`config.mk`:
```
export PLATFORM = sky130hd
export DESIGN_NAME = deg_mul
export DESIGN_NICKNAME = d
export VERILOG_FILES = /design/src/deg_pkg.sv /design/src/deg_mul.sv
export SDC_FILE = /design/constraint.sdc
export NUM_CORES = 2
export LEC_CHECK = 0
export BUFFER_PORTS_ARGS = -buffer_cell sky130_fd_sc_hd__buf_2
export CAP_MARGIN = 15
export CORE_UTILIZATION = 50
export DETAILED_ROUTE_END_ITERATION = 8
export PLACE_DENSITY = 0.75
export SYNTH_ARGS = -nofsm -noshare
export SYNTH_HDL_FRONTEND = slang
export SYNTH_SLANG_ARGS = --single-unit
```
`constraint.sdc`:
```
create_clock -name vclk -period 10.5
set_input_delay 0.525 -clock vclk [all_inputs]
set_output_delay 0.525 -clock vclk [all_outputs]
set_load 0.01 [all_outputs]
```
`src/deg_pkg.sv`:
```
// Shared types, constants and helpers of the dynamic EQ gain computer.
package deg_pkg;

  localparam int SAMPLE_BITS_DEF = 24;
  localparam int CFG_INDEX_BITS  = 3;
  localparam int CFG_DATA_BITS   = 16;
  localparam int GAIN_BITS       = 14;
  localparam int LEVEL_BITS      = 16;
  localparam int MUL_BITS        = 32;
  localparam int NUM_BITS        = 48;
  localparam int DEN_BITS        = 32;
  localparam int QUOT_BITS       = 17;
  localparam int GAIN_SUM_BITS   = 19;

  localparam logic signed [LEVEL_BITS-1:0] DB_FLOOR = -16'sd30720;
  localparam int GAIN_LIMIT = 7680;
  localparam logic [26:0] LOG_SCALE = 27'd101008905;

  localparam logic signed [15:0] THRESHOLD_RESET = -16'sd5120;
  localparam logic [14:0] RATIO_RESET   = 15'd512;
  localparam logic [12:0] KNEE_RESET    = 13'd1536;
  localparam logic [15:0] ATTACK_RESET  = 16'd65398;
  localparam logic [15:0] RELEASE_RESET = 16'd65522;
  localparam logic [14:0] RATIO_UNITY   = 15'd256;

  typedef enum logic [CFG_INDEX_BITS-1:0] {
    REG_THRESHOLD,
    REG_RATIO,
    REG_KNEE,
    REG_MAKEUP,
    REG_ATTACK,
    REG_RELEASE,
    REG_MODE,
    REG_MANUAL
  } reg_index_t;

  typedef enum logic [1:0] {
    MODE_AUTO,
    MODE_SIDECHAIN,
    MODE_MANUAL
  } mode_t;

  typedef enum logic [3:0] {
    S_IDLE,
    S_ENV_OLD,
    S_ENV_NEW,
    S_NORM,
    S_LOG,
    S_SCALE,
    S_GAIN,
    S_KNEE_SQ,
    S_KNEE_NUM,
    S_KNEE_DEN,
    S_DIV,
    S_FIN
  } state_t;

  function automatic logic signed [GAIN_BITS-1:0] clamp_gain(
    input logic signed [GAIN_SUM_BITS-1:0] g
  );
    if (g > GAIN_LIMIT) return GAIN_BITS'(GAIN_LIMIT);
    if (g < -GAIN_LIMIT) return GAIN_BITS'(-GAIN_LIMIT);
    return GAIN_BITS'(g);
  endfunction

endpackage

```
`src/deg_mul.sv`:
```
// Shared unsigned multiplier used by every multiply step of the sequencer.
module deg_mul (
  input  logic [deg_pkg::MUL_BITS-1:0]   a,
  input  logic [deg_pkg::MUL_BITS-1:0]   b,
  output logic [2*deg_pkg::MUL_BITS-1:0] p
);
  import deg_pkg::*;

  assign p = (2*MUL_BITS)'(a) * (2*MUL_BITS)'(b);

endmodule

```
==> flow_metrics.py <==
metrics = {
    "outcome": {
        "status": "completed",
    },
    "synth": {
        "syn_area_sq_um": 33300,
        "ys_types": 56,
        "synthMuxAreaShare_pct": 0,
        "synth.avg_cell_area_sq_um": 9.02,
        "synthSimpleGateAreaFrac_pct": 18.1,
        "synth_top_family_by_area": "adder cells",
        "syn_inst": 3697,
        "synth_compound_area_share_pct": 4.23,
        "syn_nets": 4920,
        "synth_adder_area_share_pct": 63.7,
        "synthXorXnorAreaFrac_pct": 1.66,
        "ys_warn_count": 0,
        "seq_area_frac_synth_pct": 0,
    },
    "min_path": {
        "worst_hold_path.endpoint": "p[0]",
        "holdCritPathClass": "in -> out",
        "holdPathStages": 3,
        "hold_start": "a[0]",
    },
    "sta": {
        "fmax_ghz": 0.106,
        "tns_ns": 0,
        "hold_viol": 0,
        "setup_viol": 0,
        "worstMarginPinSlew_ns": 1.47,
        "max_slew_margin_pct": 2.28,
        "slew_viol_final": 0,
        "period_minus_slack_ns": 9.46,
        "rsz0062_at_grt": "no",
        "min_period_over_period_pct": 90.1,
    },
    "worst_setup_path": {
        "cp.depth": 23,
        "crit_fanout": 32,
        "critPathTopFamily": "adder cells",
        "worstSetupEndpointType": "primary output",
        "arrival_ns": 8.94,
        "slowest_stage": "o221ai_1",
        "slowest_delay_ns": 0.61,
        "critPathLaunchType": "input pin",
        "path_buf_inv": 4,
        "worst-setup-path-type": "in -> out",
        "crit_top_cell": "fa_1",
        "worstPathCellList": "buf_2, and2_1, fa_1, fa_1, inv_1, fa_1, fa_1, inv_1, fa_1, fa_1, fa_1, fa_1, ha_1, nand4_1, nor2_1, nand2_1, o221ai_1, a21oi_1, o41ai_2, a21boi_0, o21ba_2, xnor2_1, buf_2",
        "cp.required_ns": 9.98,
    },
    "global_route": {
        "grt.overflow.total": 0,
        "track_usage_pct": 27.3,
        "grt_start_max_net_pins": 33,
        "antenna_found_initial": 6,
        "grt_pass1_wl_um": 144000,
        "grt_pass1_vias": 26000,
    },
    "placed_design": {
        "portBuffers": 128,
        "dpl.cell_count": 4476,
        "gp_congestion": 0.966,
        "dp.final_hpwl_um": 73500,
    },
    "clock_tree": {
        "cts.repair.resized": 0,
        "cts-hold-fix-buffers": 0,
        "post_cts_buffers": 0,
    },
    "final_layout": {
        "syn_to_final_growth_pct": 2.86,
        "final_cells": 4478,
        "clockBufferCount": 0,
        "seq_cells": 0,
        "final_common_cell": "fa_1",
        "nets": 4838,
        "final_cell_mix": "fa_1 (896), inv_1 (869), and2_1 (599), nand2_1 (484), ha_1 (263)",
        "seq_area_sq_um": 0,
        "fillers": 5930,
        "drive_above_1_share_pct": 4.35,
    },
    "die": {
        "start_util_pct": 50.6,
        "die_area_sq_um": 67700,
        "die_x_um": 260,
        "pin_count": 128,
        "core.rowCount": 94,
        "die_y_um": 260,
        "core_sq_um": 65900,
    },
    "route": {
        "num_vias": 24109,
        "post-route-drc-count": 0,
        "drt_wl_total_um": 87700,
        "vias_per_cell": 5.38,
        "wire_per_inst_um": 19.6,
        "drtIter0Drc": 1764,
        "ant_nets": 0,
        "first_pass_iters": 9,
    },
    "run": {
        "max_cap_viol_count": 0,
    },
}
==> layer usage <==
layer | global-route usage (%) | vias to the layer above | routed length, um
met5 | 0 | - | 47
met4 | 5.86 | 8 | 2270
met3 | 6.41 | 147 | 8910
met2 | 42.4 | 1093 | 39400
met1 | 39.0 | 12377 | 37100
li1 | - | 10484 | -
==> worst max-delay path by stage <==
| stage | start | endpoint | slack, ns |
|---|---|---|---|
| floorplan | a[25] | p[57] | 2.78 |
| global placement | a[21] | p[62] | 1.26 |
| detailed placement | a[21] | p[62] | 1.25 |
| CTS | a[21] | p[62] | 1.23 |
| global route | a[12] | p[50] | 0.85 |
| finish | a[12] | p[50] | 1.04 |
==> metrics by stage <==
stage	utilization [%]	hold slack, ns	cell area, sq um	worst slack (ns)
2_1_floorplan	-	1.20	33300	2.78
3_3_place_gp	52.0	1.73	34300	1.26
3_5_place_dp	52.0	1.74	34300	1.25
4_1_cts	52.0	1.74	34300	1.23
5_1_grt	52.1	1.78	34300	0.854
6_report	52.1	1.74	34300	1.04
==> layout make-up <==
cell class	instances	area, sq um	area share [%]
inverter	869	3260	9.51
antenna	1	2.50	0.00730
tap	864	1080	3.15
multi-input combinational	2607	29200	85.3
timing repair buffer	137	708	2.07
==> worst min-delay path: stages <==
cell and delay, ns:
buf_2 0.32, and2_1 0.24, buf_2 0.13
==> cells by family (layout without fill, tap and decap cells) <==
group | after synthesis | in the layout
fa+ha+maj | 1159 | 1159
compound gates | 214 | 214
other cells | 0 | 1
xor+xnor | 63 | 63
buf+inv | 1090 | 1006
simple gates | 1171 | 1171
==> cell usage after synthesis, drive strengths merged <==
library cell  instances  share of area (%)
a2111oi               1              0.026
a211o                 3              0.079
a211oi                4               0.11
a21boi                5               0.11
a21o                 19               0.43
a21oi                81                1.2
a221o                 1              0.030
a221oi                5               0.19
a22oi                 1              0.023
a311oi                1              0.045
a31o                  1              0.026
a31oi                 7               0.20
a41o                  1              0.064
and2                599                 11
and3                  5              0.094
and3b                 1              0.026
and4                  1              0.026
buf                   7               0.10
clkbuf              214                2.4
fa                  896                 54
ha                  263                9.9
inv                 869                9.8
nand2               484                5.5
nand2b                3              0.056
nand3                 7               0.11
nand4                25               0.51
nor2                 31               0.35
nor2b                 5              0.094
nor3                  5              0.075
nor3b                 2              0.045
nor4                  1              0.019
o211ai                5               0.14
o21a                  5               0.12
o21ai                47               0.71
o21ba                 2              0.060
o21bai               14               0.32
o221a                 1              0.034
o221ai                4               0.11
o22a                  1              0.026
o31ai                 2              0.060
o41ai                 3               0.12
or2                   1              0.019
or4                   1              0.023
xnor2                38                1.0
xor2                 25               0.66
Power is not shown: default switching activity piles up to over one toggle a cycle in this logic, so the estimate is an artifact.
