[src/deg_pkg.sv]
// Shared types, constants and helpers of the dynamic EQ gain computer.
package deg_pkg;

  localparam int SAMPLE_BITS_DEF = 24;
  localparam int CFG_INDEX_BITS  = 3;
  localparam int CFG_DATA_BITS   = 16;
  localparam int GAIN_BITS       = 14;
  localparam int LEVEL_BITS      = 16;
  localparam int MUL_BITS        = 32;
  localparam int NUM_BITS        = 48;
  localparam int DEN_BITS        = 32;
  localparam int QUOT_BITS       = 17;
  localparam int GAIN_SUM_BITS   = 19;

  localparam logic signed [LEVEL_BITS-1:0] DB_FLOOR = -16'sd30720;
  localparam int GAIN_LIMIT = 7680;
  localparam logic [26:0] LOG_SCALE = 27'd101008905;

  localparam logic signed [15:0] THRESHOLD_RESET = -16'sd5120;
  localparam logic [14:0] RATIO_RESET   = 15'd512;
  localparam logic [12:0] KNEE_RESET    = 13'd1536;
  localparam logic [15:0] ATTACK_RESET  = 16'd65398;
  localparam logic [15:0] RELEASE_RESET = 16'd65522;
  localparam logic [14:0] RATIO_UNITY   = 15'd256;

  typedef enum logic [CFG_INDEX_BITS-1:0] {
    REG_THRESHOLD,
    REG_RATIO,
    REG_KNEE,
    REG_MAKEUP,
    REG_ATTACK,
    REG_RELEASE,
    REG_MODE,
    REG_MANUAL
  } reg_index_t;

  typedef enum logic [1:0] {
    MODE_AUTO,
    MODE_SIDECHAIN,
    MODE_MANUAL
  } mode_t;

  typedef enum logic [3:0] {
    S_IDLE,
    S_ENV_OLD,
    S_ENV_NEW,
    S_NORM,
    S_LOG,
    S_SCALE,
    S_GAIN,
    S_KNEE_SQ,
    S_KNEE_NUM,
    S_KNEE_DEN,
    S_DIV,
    S_FIN
  } state_t;

  function automatic logic signed [GAIN_BITS-1:0] clamp_gain(
    input logic signed [GAIN_SUM_BITS-1:0] g
  );
    if (g > GAIN_LIMIT) return GAIN_BITS'(GAIN_LIMIT);
    if (g < -GAIN_LIMIT) return GAIN_BITS'(-GAIN_LIMIT);
    return GAIN_BITS'(g);
  endfunction

endpackage

[src/deg_div.sv]
// Restoring divider that finds one quotient bit per cycle.
module deg_div (
  input  logic                          clk,
  input  logic                          rst,
  input  logic                          start,
  input  logic [deg_pkg::NUM_BITS-1:0]  num,
  input  logic [deg_pkg::DEN_BITS-1:0]  den,
  output logic                          done,
  output logic [deg_pkg::QUOT_BITS-1:0] quot
);
  import deg_pkg::*;

  localparam int CNT_BITS = $clog2(QUOT_BITS);

  logic [NUM_BITS-1:0] rem;
  logic [NUM_BITS-1:0] dsh;
  logic [CNT_BITS-1:0] cnt;
  logic                busy;

  always_ff @(posedge clk) begin
    if (rst) begin
      busy <= 1'b0;
      done <= 1'b0;
    end else begin
      done <= 1'b0;
      if (start) begin
        rem  <= num;
        dsh  <= NUM_BITS'(den) << (QUOT_BITS - 1);
        cnt  <= CNT_BITS'(QUOT_BITS - 1);
        quot <= '0;
        busy <= 1'b1;
      end else if (busy) begin
        if (rem >= dsh) begin
          rem       <= rem - dsh;
          quot[cnt] <= 1'b1;
        end
        dsh <= dsh >> 1;
        if (cnt == '0) begin
          busy <= 1'b0;
          done <= 1'b1;
        end else begin
          cnt <= cnt - 1'b1;
        end
      end
    end
  end

endmodule

[config.mk]
export PLATFORM = sky130hd
export DESIGN_NAME = deg_div
export DESIGN_NICKNAME = d
export VERILOG_FILES = /design/src/deg_pkg.sv /design/src/deg_div.sv
export SDC_FILE = /design/constraint.sdc
export NUM_CORES = 1
export LEC_CHECK = 0
export BUFFER_PORTS_ARGS = -buffer_cell sky130_fd_sc_hd__clkbuf_2
export CORE_UTILIZATION = 50
export DETAILED_ROUTE_END_ITERATION = 7
export PLACE_DENSITY = 0.73
export SLEW_MARGIN = 20
export SYNTH_ARGS = -nofsm -noshare
export SYNTH_HDL_FRONTEND = slang
export SYNTH_SLANG_ARGS = --single-unit
[constraint.sdc]
create_clock -name clk -period 19.4 [get_ports clk]
set_clock_uncertainty 0.05 [all_clocks]
set_input_delay 3.88 -clock clk [delete_from_list [all_inputs] [get_ports clk]]
set_output_delay 3.88 -clock clk [all_outputs]
set_load 0.02 [all_outputs]
==> impl_metrics.py <==
metrics = {
    "status": {
        "status": "completed",
    },
    "sta": {
        "hold_viol": 0,
        "min_period_over_period_pct": 30.6,
        "setup_violations": 0,
        "worstMarginPinSlew_ns": 0.917,
        "layout_min_cycle_time_ns": 5.93,
        "finalMaxSlewViolations": 0,
        "maxSlewHeadroom_pct": 38.9,
        "fmax_mhz": 169,
        "setup-tns-final_ns": 0,
        "rsz0062_at_grt": "no",
    },
    "clock_network": {
        "ctsRootBufferMaster": "clkbuf_16",
        "postCtsSetupRepairBufs": 0,
        "cts_buffers": 17,
        "cts.sinks": 120,
        "cts_resized": 0,
        "clockBufferDepth": 2,
        "hold_buffers": 0,
        "cts_max_level": 4,
        "clk-insertion-delay-late_ns": 0.43,
        "cts_tree": "yes",
        "clk_pin_slew_ns": 0.06,
    },
    "yosys": {
        "yosys_register_bits": 120,
        "synth_commonest_cells": "edfxtp_1 (118), nand2_1 (106), o21ai_0 (79), a21oi_1 (71)",
        "syn_inst": 858,
        "synth_top_area_share_pct": 44.6,
        "ys_types": 69,
        "yosysWarnings": 0,
        "synth_area_leaders": "edfxtp_1 (45%), ha_1 (8.2%), nand2_1 (5.0%), o21ai_0 (5.0%), a21oi_1 (4.5%)",
        "synthArstFlopShare_pct": 0,
        "synth_most_common_cell": "edfxtp_1",
        "ys_seq_area_share_pct": 45.1,
        "synth_edf_count": 118,
        "synth_fp_nets": 994,
        "synth_largest_area_cell": "edfxtp_1",
        "syn_area_um2": 7950,
        "ys.flop_type": "edfxtp_1",
        "syn_area_per_cell_um2": 9.27,
    },
    "power_and_ir_drop": {
        "p_leak_nw": 3.83,
        "power_density_nw_per_um2": 93.9,
        "peakVddDrop_uv": 65.0,
    },
    "layout": {
        "drive_gt1_share_pct": 16.5,
        "fin_cells": 1159,
        "nets": 1071,
        "diodes": 0,
        "area_growth_pct": 15.6,
    },
    "critical_path": {
        "crit_path_max_fanout": 86,
        "crit_type": "in -> reg",
        "critPathLaunchType": "input port",
        "r2r_setup_slack_ns": 15.24,
        "cp-end-kind": "flip-flop",
        "worstPathRequired_ns": 19.47,
        "crit_arrival_ns": 6.00,
    },
    "worst_hold_path": {
        "min_path_type": "reg -> reg",
    },
    "global_route": {
        "antenna_found_initial": 0,
        "grt_max_degree": 104,
        "overflow": 0,
        "grt_pass1_vias": 6215,
        "track_usage_pct": 23.8,
        "grt_pass1_wl_um": 30300,
    },
    "detailed_routing": {
        "finalWirelength_um": 18300,
        "routed_via_density": 5.57,
        "drtPass1Iterations": 5,
        "drc": 0,
        "drt-initial-drc-count": 522,
        "final_antenna_net_count": 0,
        "dr_total_vias": 6458,
        "avgRoutedWirePerCell_um": 15.8,
    },
    "floorplanning": {
        "pin_count": 101,
        "die_w_um": 128,
        "dieArea_um2": 16400,
        "die_y_um": 128,
        "rows": 45,
        "start_util_pct": 51.7,
        "core-area_um2": 15400,
    },
    "placed_design": {
        "place_inst": 1127,
        "io_buffers": 100,
        "place_congestion": 0.947,
        "post-dp-hpwl_um": 13000,
    },
    "flow_run": {
        "drv_cap": 0,
    },
}
[through the flow]
| stage | utilization [%] | setup slack, ns | power (mW) | cell area [um2] | hold slack (ns) |
|---|---|---|---|---|---|
| after floorplan | - | 9.53 | 0.483 | 7950 | 0.403 |
| after global placement | 55.8 | 12.87 | 0.530 | 8580 | 0.464 |
| after detailed placement | 55.8 | 12.75 | 0.533 | 8580 | 0.442 |
| after CTS | 59.8 | 13.20 | 0.865 | 9190 | 0.455 |
| after global routing | 59.8 | 13.28 | 0.905 | 9190 | 0.462 |
| final | 59.8 | 13.47 | 0.863 | 9190 | 0.458 |
[layout by cell type, fill, tap and decap left out, drive strengths merged, types with 5 or more instances in the layout]
master and count:
ha 52, clkinv 5, nor4 6, xnor2 19, a21o 21, xor2 16, o31ai 6, nand4 14
and3 10, o21ai 92, nor2b 11, edfxtp 118, clkbuf 116, a31oi 10, nand2b 6, a21oi 72
nor3 14, o21a 5, and2 7, inv 72, a211oi 11, nor2 67, nand3 18, nand2 107
o21bai 8
[worst max-delay path, cell delays in order]
cell and delay (ns):
buf_4 0.59, nor2_1 0.11, or2_2 0.35, clkinv_2 0.63, and2_1 0.35
[layer usage]
metal  GRT usage (%)  wire length [um]
met1            32.9              8680
met2            37.4              8320
met3            4.47               944
met4            8.51               334
met5               0                 0
[area by class of cell]
cell class,instances,area (um2)
flip-flops and latches,120,3580
clock buffers,17,425
multi-input cells,626,3950
inverters,67,253
clock inverters,15,189
repair buffers,103,526
well taps,211,264
fillers,1388,6180
[power by group]
group          internal [mW]  switching, mW  total (mW)
Clock                  0.204          0.128       0.332
Sequential             0.315        0.00783       0.323
Combinational         0.0794          0.129       0.208
Total                  0.599          0.265       0.863
[logic make-up after synthesis]
kind of cell    after synthesis  synth area share, %
simple gates                272                 15.8
xor+xnor                     35                 3.85
flops                       120                 45.1
fa+ha+maj                    53                 8.43
compound gates              262                 20.9
buf+inv                     112                 5.40
mux                           4                0.551
[flip-flops by register name (all words and copies together) (netlist names)]
signal  flops
busy        1
cnt         5
dsh        48
done        1
quot       17
rem        48
[final timing paths]
check	start	to	depth (start not counted)
setup / recovery	start	cnt[3]$_SDFFCE_PP0P_	5
hold / removal	busy$_SDFF_PP0_	done$_SDFF_PP0_	1
setup reg to reg	dsh[0]$_SDFFCE_PP0P_	rem[45]$_DFFE_PP_	12
hold reg to reg	busy$_SDFF_PP0_	done$_SDFF_PP0_	1
No activity file was read; power rests on OpenSTA's default activity.
